--- src/bcc_ram.sv ---
`default_nettype none
// ----------------------------------------------------------------------------
// bcc_ram: simple dual-port RAM with registered read
// One write port and one read port; holds one tree level as rows of pairs.
// ----------------------------------------------------------------------------
module bcc_ram #(
    parameter int DEPTH = 2,
    parameter int WIDTH = 64
) (
    input  wire logic                     i_clk,
    input  wire logic                     i_we,
    input  wire logic [$clog2(DEPTH)-1:0] i_waddr,
    input  wire logic [WIDTH-1:0]         i_wdata,
    input  wire logic [$clog2(DEPTH)-1:0] i_raddr,
    output logic      [WIDTH-1:0]         o_rdata
);

    logic [WIDTH-1:0] r_mem [DEPTH];
    logic [WIDTH-1:0] r_rdata;

    always_ff @(posedge i_clk) begin
        if (i_we) begin
            r_mem[i_waddr] <= i_wdata;
        end
        r_rdata <= r_mem[i_raddr];
    end

    assign o_rdata = r_rdata;

endmodule
`default_nettype wire

--- config.mk ---
export PLATFORM = sky130hd
export DESIGN_NAME = bcc_ram
export DESIGN_NICKNAME = d
export VERILOG_FILES = /design/src/bcc_ram.sv
export SDC_FILE = /design/constraint.sdc
export NUM_CORES = 1
export LEC_CHECK = 0
export ABC_AREA = 0
export BUFFER_PORTS_ARGS = -buffer_cell sky130_fd_sc_hd__buf_2
export CAP_MARGIN = 20
export CORE_MARGIN = 1
export CORE_UTILIZATION = 50
export DETAILED_ROUTE_END_ITERATION = 10
export GPL_TIMING_DRIVEN = 0
export PLACE_DENSITY_LB_ADDON = 0.12
export SYNTH_ARGS = -nofsm -noshare
export SYNTH_HDL_FRONTEND = slang
export SYNTH_SLANG_ARGS = --single-unit
--- constraint.sdc ---
create_clock -name i_clk -period 4.2 [get_ports i_clk]
set_input_delay 0.42 -clock i_clk [delete_from_list [all_inputs] [get_ports i_clk]]
set_output_delay 0.42 -clock i_clk [all_outputs]
set_load 0.05 [all_outputs]
==> impl_metrics.toml <==
[status]
outcome = "completed"

[clock_network]
numCtsBuffers = 17
cts.repair_timing.setup_buffer_count = 0
htreeDepth = 4
clkLatencyLatePin_ns = 0.41
clock_sink_count = 192
cts.repair.resized = 0
clock-root-buffer = "sky130_fd_sc_hd__clkbuf_16"
path_clk_slew_ns = 0.06
hold_buf_cts = 0
cts.path.max_buffers = 2
cts_tree = "done"

[route]
drt_pass1_iterations = 6
routed_via_density = 4.57
routed-via-count = 2731
wl_mm = 9.00
remaining_drc_errors = 0
drt_iter0_drc = 129
ant_nets = 0
wire_per_inst_um = 15.1

[pwr]
total_leakage_power_uw = 0.00318
finalPower_uw = 4300
vdd_ir_drop_max_mv = 0.505
power_density_nw_per_um2 = 553

[global_route]
grt.overflow.total = 0
grt_pass1_wl_mm = 13.7
grt_pass1_vias = 2735
antenna_violations_before_repair = 0
maximum_number_of_pins_on_one_net_before_global_route_repair = 65
grt_usage_pct = 14.9

[finish]
nNetsFinal = 485
instances_no_fill = 598
final_layout_size_suffix_gt1_share_pct = 55.3
area.growth.synth_to_final_pct = 25.2
n_antenna_cell = 0

[yosys]
postSynthCellCount = 265
synth-seq-cells = 192
post_synth_cell_types = 8
synth.yosys.warnings = 0
synth.most_common_cell = "sky130_fd_sc_hd__edfxtp_1"
post_synthesis_cell_type_with_the_largest_combined_area = "sky130_fd_sc_hd__edfxtp_1"
synthesis.area_um2 = 6210
yosys_most_used_dff = "sky130_fd_sc_hd__edfxtp_1"
sequential_to_total_area_share_from_yosys_stat_pct = 82.5
asyncSetResetFlopFracSynth_pct = 0
synth_enable_flop_cells = 128
avgSynthCellArea_um2 = 23.5
post_synth_main_area_contributors = "sky130_fd_sc_hd__edfxtp_1, sky130_fd_sc_hd__dfxtp_1, sky130_fd_sc_hd__mux2_4, sky130_fd_sc_hd__buf_12, sky130_fd_sc_hd__mux2_2"
post-synth-top-area-fraction_pct = 61.8
syn-num-nets = 333
synth_commonest_cells = "sky130_fd_sc_hd__edfxtp_1, sky130_fd_sc_hd__dfxtp_1, sky130_fd_sc_hd__mux2_4"

[placed_design]
place.port_buffers = 130
hpwl_mm = 5.46
globalplace.congestion = 0.653
dpl.cell_count = 566

[worst_setup_path]
cp_top_family = "flip-flops"
flop2flop_setup_slack_ns = 3.44
worst_ep_required_time_ns = 3.78
critical-path-slowest-cell = "sky130_fd_sc_hd__dfxtp_1"
timing.critical_path.arrival_ns = 1.00
critPathBufInv = 1
cpPeakStageDelay_ns = 0.33
end_kind = "primary output"
critPathMaxFanout = 1
criticalPathCategory = "flop to primary output"
setup.worst_path.start_class = "flop"
crit_chain = "buf_2"

[timing]
grt_setup_unrepaired = "false"
slew_viol_final = 0
report.final.hold_viol_count = 0
final.period_utilization_pct = 33.9
worst_slew_pin_slew_ns = 0.348
finalCriticalPeriod_ns = 1.42
maxSlewHeadroom_pct = 76.8
fmax_ghz = 0.702
final.setup_skew_ns = 0.00567
worst_hold_slack_ns = 0.189
final-setup-viol-count = 0

[floorplan]
die_h_um = 113
fp.coreArea_um2 = 12100
effective_utilization_at_floorplan_pct = 51.5
top_level_ports = 132
placementRows = 40
design.die.area_um2 = 12900
chipWidth_um = 113

[run]
timing.max_cap.violations = 0

[hold_path]
hold_class = "primary input to flop"
==> layout by cell type (no fill, tap or decap), drive strengths merged <==
master and count:
clkinvlp 1, bufinv 3, nor2b 1, buf 140, clkinv 6, edfxtp 128
clkbuf 22, dfxtp 64, and2 1, mux2 64
==> final timing paths <==
kind | startpoint | end | depth (start not counted)
worst min-delay path | i_wdata[8] | r_mem[0][8] | 1
worst max register to register | r_mem[0][27] | o_rdata[27] | 1
worst max-delay path | o_rdata[26] | o_rdata[26] | 1
worst min register to register | r_mem[0][29] | o_rdata[29] | 1
==> cell families after synthesis <==
kind of cell	after synthesis	share of synthesized area, %
buffers and inverters	7	2.11
DFF	192	82.5
muxes	64	15.2
and+or+nand+nor	2	0.201
==> power by group <==
group          switching (µW)  internal [µW]
combinational             298            158
clock                     633           1010
sequential               33.0           2170
total                     965           3340
==> through the flow <==
stage               util, %  setup slack (ns)  area (µm²)  TNS [ns]
floorplan                 -             0.423        6210         0
global placement       58.7             -1.42        7080    -90.72
detailed placement     59.3              2.77        7150         0
CTS                    64.5              2.75        7780         0
global route           64.5              2.72        7780         0
finish                 64.5              2.78        7780         0
==> final cells by class <==
cell class,count,area [µm²]
flip-flops and latches,192,5120
fillers,865,4280
multi-input cells,66,968
repair buffers,133,718
clock buffers,22,494
well taps,168,210
clock inverters,10,131
plain buffers,7,131
==> routing by layer <==
metal / GRT usage, % / part of all wire (%) / vias to the layer above
met4: 6.58 / 1.1 / 0
met1: 16.6 / 42 / 1325
met2: 24.3 / 51 / 93
li1: - / - / 1305
met3: 7.33 / 6.8 / 8
met5: 0 / 0 / -
==> registers in the layout (all words and copies together) (netlist names) <==
| signal | cells |
|---|---|
| r_mem | 128 |
| o_rdata | 64 |
Note: power is estimated with default switching activity, not from simulation.
