$ cat config.mk
export PLATFORM = sky130hd
export DESIGN_NAME = bcc_cell
export DESIGN_NICKNAME = d
export VERILOG_FILES = /design/src/bcc_pkg.sv /design/src/bcc_cell.sv
export SDC_FILE = /design/constraint.sdc
export NUM_CORES = 1
export LEC_CHECK = 0
export BUFFER_PORTS_ARGS = -buffer_cell sky130_fd_sc_hd__clkbuf_2
export CORE_MARGIN = 2
export CORE_UTILIZATION = 50
export CTS_BUF_LIST = sky130_fd_sc_hd__clkbuf_4 sky130_fd_sc_hd__clkbuf_8
export DETAILED_ROUTE_END_ITERATION = 12
export GPL_TIMING_DRIVEN = 0
export PLACE_DENSITY_LB_ADDON = 0.15
export SETUP_SLACK_MARGIN = 0.3
export SLEW_MARGIN = 20
export SYNTH_ARGS = -nofsm -noshare
export SYNTH_HDL_FRONTEND = slang
export SYNTH_SLANG_ARGS = --single-unit
$ cat constraint.sdc
create_clock -name i_clk -period 4.86 [get_ports i_clk]
set_input_delay 0.972 -clock i_clk [delete_from_list [all_inputs] [get_ports i_clk]]
set_output_delay 0.972 -clock i_clk [all_outputs]
set_load 0.1 [all_outputs]
$ cat src/bcc_pkg.sv
`default_nettype none
// ----------------------------------------------------------------------------
// bcc_pkg: shared types and constants of the bilayer crossing counter
// Field types of the request and result, the token that walks the level
// cells, and the memory and clear commands between the top level and cells.
// ----------------------------------------------------------------------------
package bcc_pkg;

    localparam int SOUTH_MAX = 1024;
    localparam int KEY_W     = $clog2(SOUTH_MAX);          // leaf index bits
    localparam int LEVELS    = KEY_W + 1;                  // tree levels
    localparam int LVL_W     = $clog2(LEVELS);
    localparam int ROW_W     = KEY_W - 1;                  // pair-row index bits
    localparam int ROWS_MAX  = SOUTH_MAX / 2;
    localparam int ENTRY_W   = 32;
    localparam int ROW_DW    = 2 * ENTRY_W;
    localparam int RSUM_W    = ENTRY_W + $clog2(LEVELS);
    localparam int CNT_W     = 11;
    localparam int POS_W     = 10;
    localparam int WGT_W     = 16;
    localparam int TOTAL_W   = 48;

    localparam logic MODE_CLEAR = 1'b0;
    localparam logic MODE_EDGE  = 1'b1;

    typedef struct packed {
        logic             mode;
        logic [POS_W-1:0] position;
        logic [WGT_W-1:0] weight;
    } t_req;

    typedef struct packed {
        logic [TOTAL_W-1:0] crossings;
        logic [ENTRY_W-1:0] right_weight;
    } t_result;

    // One edge on its way from the leaf level to the root.
    typedef struct packed {
        logic              valid;
        logic [KEY_W-1:0]  k;       // node index within the current level
        logic [WGT_W-1:0]  w;
        logic [LVL_W-1:0]  d;       // leaf level of this edge
        logic [LVL_W-1:0]  lvl;     // level of the cell that takes it next
        logic [RSUM_W-1:0] rsum;
    } t_tok;

    typedef struct packed {
        logic             en;
        logic [ROW_W-1:0] addr;
    } t_clr;

    typedef struct packed {
        logic              wr_en;
        logic [ROW_W-1:0]  wr_addr;
        logic [ROW_DW-1:0] wr_data;
        logic [ROW_W-1:0]  rd_addr;
    } t_ram_cmd;

endpackage
`default_nettype wire

$ cat src/bcc_cell.sv
`default_nettype none
// ----------------------------------------------------------------------------
// bcc_cell: one level of the accumulator tree
// Adds the edge weight to its node, picks up the right sibling's weight and
// hands the token to the parent level in the cycle after it arrives.
// ----------------------------------------------------------------------------
module bcc_cell import bcc_pkg::*; (
    input  wire logic              i_clk,
    input  wire logic              i_rst_n,
    input  wire t_tok              i_tok,
    output t_tok                   o_tok,
    input  wire t_clr              i_clr,
    output t_ram_cmd               o_ram,
    input  wire logic [ROW_DW-1:0] i_rd_data
);

    t_tok              r_tok;
    logic              act;
    logic              odd;
    logic [ENTRY_W-1:0] own;
    logic [ENTRY_W-1:0] sib;
    logic [ENTRY_W:0]   own_sum;
    logic [ENTRY_W-1:0] own_new;
    logic               sib_add;

    always_ff @(posedge i_clk) begin
        if (!i_rst_n) begin
            r_tok.valid <= 1'b0;
        end else begin
            r_tok.valid <= i_tok.valid;
        end
        r_tok.k    <= i_tok.k;
        r_tok.w    <= i_tok.w;
        r_tok.d    <= i_tok.d;
        r_tok.lvl  <= i_tok.lvl;
        r_tok.rsum <= i_tok.rsum;
    end

    // Levels below the edge's leaf level let the token pass untouched.
    assign act     = r_tok.valid && (r_tok.lvl <= r_tok.d);
    assign odd     = r_tok.k[0];
    assign own     = odd ? i_rd_data[ROW_DW-1:ENTRY_W] : i_rd_data[ENTRY_W-1:0];
    assign sib     = i_rd_data[ROW_DW-1:ENTRY_W];
    assign own_sum = {1'b0, own} + (ENTRY_W+1)'(r_tok.w);
    assign own_new = own_sum[ENTRY_W] ? '1 : own_sum[ENTRY_W-1:0];
    // A left child below the root picks up its right sibling.
    assign sib_add = act && (r_tok.lvl != '0) && !odd;

    always_comb begin
        o_tok       = r_tok;
        o_tok.lvl   = r_tok.lvl - LVL_W'(1);
        if (act) begin
            o_tok.k = r_tok.k >> 1;
        end
        if (sib_add) begin
            o_tok.rsum = r_tok.rsum + RSUM_W'(sib);
        end
    end

    always_comb begin
        o_ram.rd_addr = i_tok.k[KEY_W-1:1];
        if (i_clr.en) begin
            o_ram.wr_en   = 1'b1;
            o_ram.wr_addr = i_clr.addr;
            o_ram.wr_data = '0;
        end else begin
            o_ram.wr_en   = act;
            o_ram.wr_addr = r_tok.k[KEY_W-1:1];
            o_ram.wr_data = odd ? {own_new, i_rd_data[ENTRY_W-1:0]}
                                : {i_rd_data[ROW_DW-1:ENTRY_W], own_new};
        end
    end

endmodule
`default_nettype wire

==> run_results.csv, run 1 <==
group,metric,value,unit
synth,synth.net_count,1100,
synth,syn_inst,898,
global_route,grt_max_degree,17,
clock_network,hold_buffers,0,
synth,synth_top_flop_cell,"dfxtp_1",
synth,syn_area_per_cell,7.59,sq um
clock_network,cts_buffers,9,
floorplan,die_height,121,microns
status,run.stop_error,"[ERROR GRT-0232] Routing congestion too high. Check the congestion heatmap in the GUI.",
status,status,"aborted with a tool error",
floorplan,core.rowCount,42,
place,dpl.hpwl,22300,microns
global_route,grt_util_all_layers,85.0,%
place,dp_slack,-366,ps
floorplan,die_width,121,microns
synth,synth_cell_types,69,
timing,worstEpCategory,"top-level output",
synth,synth_top_area_share,20.8,%
timing,grt-worst-endpoint,"o_ram[11]",
place,numPortBuffers,299,
global_route,overflow,324,
place,placedInstanceArea,0.00971,sq mm
clock_network,cts.sinks,71,
status,stop_stage,"global routing",
clock_network,clockBufferDepth,2,
place,globalplace.congestion,0.951,
place,dp_cells,1373,
synth,synthArstFlopShare,0,%
synth,synth_largest_area_cell,"dfxtp_1",
synth,postSynthRegisterBits,71,
floorplan,io_pins,301,
synth,yosys_warnings,0,
floorplan,start_util,51.3,%
synth,syn_area,0.00682,sq mm
synth,synth_area_leaders,"dfxtp_1 (21%), ha_1 (9.7%), mux2_2 (6.3%)",
clock_network,ctsRootBufferMaster,"clkbuf_8",
synth,synth_edf_count,0,
clock_network,h-tree-depth,3,
synth,synth-seq-area-share,20.8,%
## layer usage
metal  GRT overflow  track usage, %
met1              6            80.2
met2            207             104
met3              2            69.2
met4            109            93.5
met5              0            25.0
## logic make-up after synthesis
kind of cell	count (synthesis)	synth area share [%]
AO/OA/AOI/OAI	289	28.2
XOR/XNOR	42	5.40
adder cells (fa/ha/maj)	55	10.3
buffers and inverters	104	7.62
flip-flops	71	20.8
multiplexers	46	7.45
AND/OR/NAND/NOR	291	20.2
## synthesized netlist by cell type (all sizes together) (7+ instances only)
master / count
o21a: 9
dfxtp: 71
a21o: 26
ha: 53
xnor2: 17
nand4: 12
nor2: 77
nor3: 21
nand3: 44
a311oi: 17
a211oi: 27
o21bai: 9
inv: 25
xor2: 25
a31oi: 11
nor2b: 7
mux2i: 8
a21oi: 77
clkbuf: 36
mux2: 38
buf: 43
nand2: 83
and3: 9
o21ai: 69
o211a: 8
## through the flow
stage / TNS [ps] / hold WS (ps)
after CTS: 0 / 667
after detailed placement: -13250 / 1080
after global placement: -12130 / 1070
after floorplan: -881 / 1000
## repair_timing
action | 4_1_cts
cloned | 3
gates resized for setup | 301
endpoints found under the hold margin | 0
setup buffers | 35
pin swaps | 50
endpoints found under the setup margin | 78
==> run 2: changes to the inputs <==
- CORE_UTILIZATION: 50 -> 40
- CTS_BUF_LIST: sky130_fd_sc_hd__clkbuf_4 sky130_fd_sc_hd__clkbuf_8 -> default
- SETUP_SLACK_MARGIN: 0.3 -> default
==> run_results.csv, run 2 <==
group,metric,value,unit
timing,setup_violations,0,
global_route,grt_util_all_layers,30.6,%
clock_network,cts.sinks,71,
drt,vias,8339,
timing,tightest_slew,986,ps
drt,viasPerCell,5.74,
synth,postSynthRegisterBits,71,
floorplan,die_height,135,microns
layout,final_util,64.1,%
synth,synth_compound_area_share,28.2,%
timing,finalWorstPathRequiredPeriod,4840,ps
layout,antennaDiodeCount,0,
synth,synth-xor-area-share,5.40,%
clock_network,cts_tree,"yes",
synth,synth_largest_area_cell,"dfxtp_1",
layout,area_delta_synth_final,56.5,%
worst_setup_path,cp_max_fo,5,
worst_setup_path,worstPathArrival,3870,ps
synth,synth.net_count,1100,
synth,syn_area_per_cell,7.59,sq um
status,status,"completed",
synth,synth_cell_types,69,
floorplan,core.rowCount,47,
global_route,antenna_found_initial,0,
clock_network,clk_pin_slew,70,ps
drt,ant_nets,0,
power,ir_worst_vdd,0.000193,V
layout,mostFrequentLayoutCell,"clkbuf_2",
worst_setup_path,cp-start-kind,"input pin",
flow_run,drv_cap,0,
layout,final_cells,1454,
drt,drt-total-wl,29300,microns
layout,regMostFlops,"r_tok",
synth,synth-simple-area-share,20.2,%
synth,synthArstFlopShare,0,%
place,globalplace.congestion,0.961,
place,numPortBuffers,299,
synth,muxShareOfSynthArea,7.45,%
synth,synth_edf_count,0,
floorplan,core_area,0.0166,sq mm
synth,syn_area,0.00682,sq mm
layout,drive_above_1_share,44.7,%
synth,synth_adder_area_share,10.3,%
synth,synth_top_flop_cell,"dfxtp_1",
worst_setup_path,worstPathRequired,3890,ps
synth,synth_top_area_share,20.8,%
timing,hold_ws,713,ps
global_route,grt_max_degree,17,
timing,finalHoldViolations,0,
floorplan,io_pins,301,
clock_network,ctsRootBufferMaster,"clkbuf_16",
synth,syn_inst,898,
global_route,grt_pass1_wl,42800,microns
worst_setup_path,crit_type,"in2out",
synth,synth_top_family_by_area,"compound AO/OA/AOI/OAI gates",
clock_network,hold_buffers,0,
worst_setup_path,crit_path_end_kind,"output port",
drt,drt_iter0_drc,667,
synth,synth_area_leaders,"dfxtp_1 (21%), ha_1 (9.7%), mux2_2 (6.3%)",
layout,num-nets-final,1431,
min_path,hold_path.class,"in2reg",
floorplan,dieArea,0.0181,sq mm
clock_network,clockBufferDepth,2,
timing,drv_slew,0,
floorplan,die_width,135,microns
power,power_density,296,mW/mm^2
synth,yosysMostFrequentCell,"nand2_1",
place,dp_cells,1417,
global_route,overflow,0,
drt,wire_per_inst,20.2,microns
timing,grt_setup_unrepaired,"yes",
timing,period_share,99.7,%
layout,fillCellCount,1468,
drt,first_pass_iters,6,
synth,synth-seq-area-share,20.8,%
clock_network,h-tree-depth,3,
clock_network,cts_buffers,9,
layout,largest_reg_flops,49,
timing,slew_headroom,34.3,%
global_route,grt_pass1_vias,7856,
place,dpl.hpwl,22300,microns
drt,drcViolationCount,0,
timing,max_freq,0.206,GHz
floorplan,start_util,41.0,%
synth,yosys_warnings,0,
synth,synth_commonest_cells,"nand2_1 (82), nor2_1 (77), a21oi_1 (75)",
power,leakage,4.89,nW
layout,most-common-layout-cells,"clkbuf_2 (231), nand2_1 (78), dfxtp_1 (70)",
## run 2: cell counts after synthesis
Identical to the previous run, type by type.
## run 2: final cells by class
cell class / instances / area [sq um] / share of cell area [%]
Timing Repair Buffer: 322 / 2190 / 20.5
Clock buffer: 14 / 284 / 2.66
Buffer: 77 / 507 / 4.75
Clock inverter: 2 / 12.5 / 0.117
Tap cell: 220 / 275 / 2.58
Inverter: 25 / 93.8 / 0.880
Sequential cell: 71 / 1430 / 13.4
Multi-Input combinational cell: 723 / 5880 / 55.1
## run 2: cells by family (layout without fill, tap and decap cells)
group | after synthesis | in the layout
and+or+nand+nor | 291 | 291
AOI/OAI and AO/OA | 289 | 289
buffers and inverters | 104 | 440
DFF | 71 | 71
adders and majority gates | 55 | 55
muxes | 46 | 46
xor gates and xnor gates | 42 | 42
## run 2: final timing paths
| kind | start | end | slack (ps) | cells past startpoint |
|---|---|---|---|---|
| max | i_rd_data[42] | o_ram[32] | 20 | 13 |
| min | i_tok[53] | o_tok[53] | 710 | 1 |
## run 2: critical path: stages
cell and delay [ps]:
clkbuf_2 150, mux2_2 310, ha_4 300, nand3_1 90, or3_4 340, o31a_1 360, a21oi_4 210, buf_6 120
and2b_2 200, or2_4 180, a21oi_4 70, a311oi_4 300, clkbuf_16 260
## run 2: what timing repair did
action / in CTS / in global routing
hold endpoints to repair: 0 / 0
resized for setup: 122 / 134
cloned: 0 / 3
endpoints found under the setup margin: 66 / 74
pin swaps: 11 / 26
setup buffers: 10 / 10
## run 2: metrics by stage
stage          total power [W]  setup TNS [ps]  worst slack (ps)  cell area (sq um)
6_report               0.00315               0              16.8              10700
4_1_cts                0.00307               0              5.36              10100
3_3_place_gp           0.00230          -44210             -1010               9260
5_1_grt                0.00328            -241             -67.0              10700
3_5_place_dp           0.00231          -43860              -998               9260
2_1_floorplan          0.00199            -801              -471               7480
## run 2: routing by layer
metal	GRT usage [%]	routed length [microns]	vias to the layer above
li1	-	-	3941
met1	39.6	12200	3933
met2	51.1	14000	401
met3	5.82	2260	64
met4	10.3	864	0
met5	0	0	-
## run 2: power breakdown
part           internal [W]  switching, W
Combinational      0.000516       0.00132
Sequential         0.000614     0.0000247
Clock              0.000402      0.000281
Note: power is estimated with default switching activity, not from simulation.
==> run 3: changes to the inputs <==
- ABC_AREA: default -> 1
==> run_results.csv, run 3 <==
group,metric,value,unit
drt,ant_nets,0,
drt,drcViolationCount,0,
worst_setup_path,worstPathArrival,3670,ps
drt,wl_met1,15000,microns
layout,regMostFlops,"r_tok",
place,dp_cells,2042,
worst_setup_path,cp_cell_sequence,"buf_6 > clkbuf_2 > o21ai_0 > ha_1 > nand2_1 > nor2_1 > nand2_1 > nand2_1 > nand3_1 > nand2_2 > nand3_4 > nand3_1 > o21ai_0 > inv_1 > clkbuf_2",
synth,synthArstFlopShare,0,%
synth,synth_commonest_cells,"nand2_1 (522), inv_1 (209), nor2_1 (190)",
synth,synth-seq-area-share,17.6,%
timing,slew_headroom,50.8,%
global_route,grt_util_all_layers,31.6,%
worst_setup_path,cp-start-kind,"flop",
timing,setup_violations,0,
synth,synth_cell_types,32,
drt,viasPerCell,5.11,
synth,postSynthRegisterBits,71,
synth,synth.net_count,1680,
drt,route.met3.wl,2260,microns
drt,highest_layer,"met4",
global_route,antenna_found_initial,1,
floorplan,start_util,41.1,%
timing,period_share,95.5,%
timing,grt_setup_unrepaired,"no",
floorplan,die_width,146,microns
drt,drt-total-wl,34400,microns
layout,drive_above_1_share,21.6,%
timing,finalWorstPathRequiredPeriod,4640,ps
timing,max_freq,0.215,GHz
global_route,grt_pass1_vias,9895,
min_path,worstHoldEndpoint,"r_tok[14]",
worst_setup_path,crit_top_cell,"nand2_1",
drt,wire_per_inst,16.7,microns
clock_network,cts.sinks,71,
power,ir_worst_vdd,0.000186,V
clock_network,clockBufferDepth,2,
floorplan,core_area,0.0196,sq mm
power,seqPwrFrac,20.6,%
drt,drt_iter0_drc,749,
power,leakage,6.21,nW
layout,most-common-layout-cells,"nand2_1 (521), clkbuf_2 (240), inv_1 (209)",
timing,hold_ws,705,ps
clock_network,cts_buffers,9,
synth,yosysMostFrequentCell,"nand2_1",
worst_setup_path,crit_type,"reg2out",
flow_run,drv_cap,0,
drt,first_pass_iters,5,
timing,finalHoldViolations,0,
layout,final_cells,2057,
synth,syn_area_per_cell,5.45,sq um
timing,drv_slew,0,
floorplan,core.rowCount,51,
synth,synth_top_area_share,24.3,%
status,status,"completed",
layout,fillCellCount,2185,
place,numPortBuffers,299,
clock_network,h-tree-depth,3,
min_path,hold_path.class,"in2reg",
worst_setup_path,worstPathRequired,3890,ps
drt,met2_length,16000,microns
layout,mostFrequentLayoutCell,"nand2_1",
global_route,grt_pass1_wl,52400,microns
clock_network,cts_setup_buffers,0,
timing,tightest_slew,738,ps
synth,synth_edf_count,0,
synth,yosys_warnings,0,
worst_setup_path,crit_path_max_incr_delay,470,ps
worst_setup_path,crit_path_end_kind,"output port",
floorplan,die_height,146,microns
synth,syn_inst,1478,
min_path,hold_path_startpoint,"i_tok[14]",
worst_setup_path,cp_max_fo,19,
clock_network,ctsRootBufferMaster,"clkbuf_16",
power,clkPwrFrac,22.0,%
power,power_density,297,mW/mm^2
power,power_frac_comb,57.3,%
clock_network,clk_pin_slew,70,ps
clock_network,cts_tree,"yes",
synth,synth_area_leaders,"nand2_1 (24%), dfxtp_1 (18%), inv_1 (9.7%)",
worst_setup_path,critPathSlowestCell,"clkbuf_2",
global_route,grt_max_degree,20,
floorplan,io_pins,301,
floorplan,dieArea,0.0213,sq mm
place,dpl.hpwl,28900,microns
power,switchingPower,0.00171,W
power,switching_share,55.3,%
layout,num-nets-final,1988,
layout,largest_reg_flops,49,
place,globalplace.congestion,0.980,
power,p_int,0.00138,W
synth,syn_area,0.00805,sq mm
power,power,0.00308,W
global_route,overflow,0,
synth,synth_top_flop_cell,"dfxtp_1",
clock_network,hold_buffers,0,
synth,synth_largest_area_cell,"nand2_1",
layout,area_delta_synth_final,29.2,%
drt,vias,10500,
min_path,holdPathStages,1,
-- run 3: worst max path at each step --
| stage | endpoint | slack [ps] | startpoint |
|---|---|---|---|
| floorplan | o_tok[9] | -280 | i_rd_data[34] |
| global placement | o_ram[57] | -260 | odd |
| detailed placement | o_ram[57] | -270 | odd |
| CTS | o_ram[11] | 0.7 | odd |
| global route | o_ram[30] | 30 | odd |
| finish | o_ram[26] | 220 | odd |
-- run 3: kinds of logic (layout without fill, tap and decap cells) --
group	Yosys count	in the layout	synth area share (%)
AO/OA/AOI/OAI	169	169	10.9
XOR/XNOR	27	27	2.94
adder cells (fa/ha/maj)	55	55	8.73
buffers and inverters	284	597	15.2
flip-flops	71	71	17.6
other	0	1	0
AND/OR/NAND/NOR	872	872	44.6
-- run 3: layout make-up --
class | instances | area, sq um | area share (%)
repair buffers | 299 | 1670 | 16.1
clock inverters | 6 | 52.6 | 0.505
diodes | 1 | 2.50 | 0.0241
inverters | 214 | 806 | 7.75
multi-input cells | 1123 | 5450 | 52.4
well taps | 265 | 332 | 3.19
flip-flops and latches | 71 | 1420 | 13.7
clock buffers | 10 | 239 | 2.30
plain buffers | 68 | 427 | 4.10
-- run 3: power groups by stage --
stage / Clock, W / Sequential [W] / Combinational (W)
final: 0.000680 / 0.000637 / 0.00177
after global routing: 0.000713 / 0.000640 / 0.00187
after CTS: 0.000696 / 0.000636 / 0.00174
after detailed placement: 0 / 0.000649 / 0.00171
after global placement: 0 / 0.000648 / 0.00171
after floorplan: 0 / 0.000641 / 0.00135
-- run 3: critical path, delay by kind of cell, from the launching register on --
kind / cells / cell delay [ps]
AOI/OAI and AO/OA: 2 / 220
adders and majority gates: 1 / 370
buffers and inverters: 4 / 1120
DFF: 1 / 390
and+or+nand+nor: 8 / 1190
-- run 3: repair_timing --
| action | CTS | global route |
|---|---|---|
| hold endpoints to repair | 0 | 0 |
| setup endpoints to repair | 64 | 63 |
| resized for setup | 59 | 50 |
-- run 3: metal layers --
metal	up-vias	track usage, %
met1	4824	40.1
met4	0	12.7
met5	-	0
met3	70	5.61
met2	404	53.0
li1	5215	-
-- run 3: stage by stage --
stage                     util (%)  cell area [sq um]  worst slack, ps  TNS [ps]
after floorplan                  -               8080             -284     -2260
after global placement        50.6               9910             -265     -5390
after detailed placement      50.6               9910             -269     -5310
after CTS                     52.8              10300            0.671         0
after global routing          53.1              10400             33.6         0
final                         53.1              10400              219         0
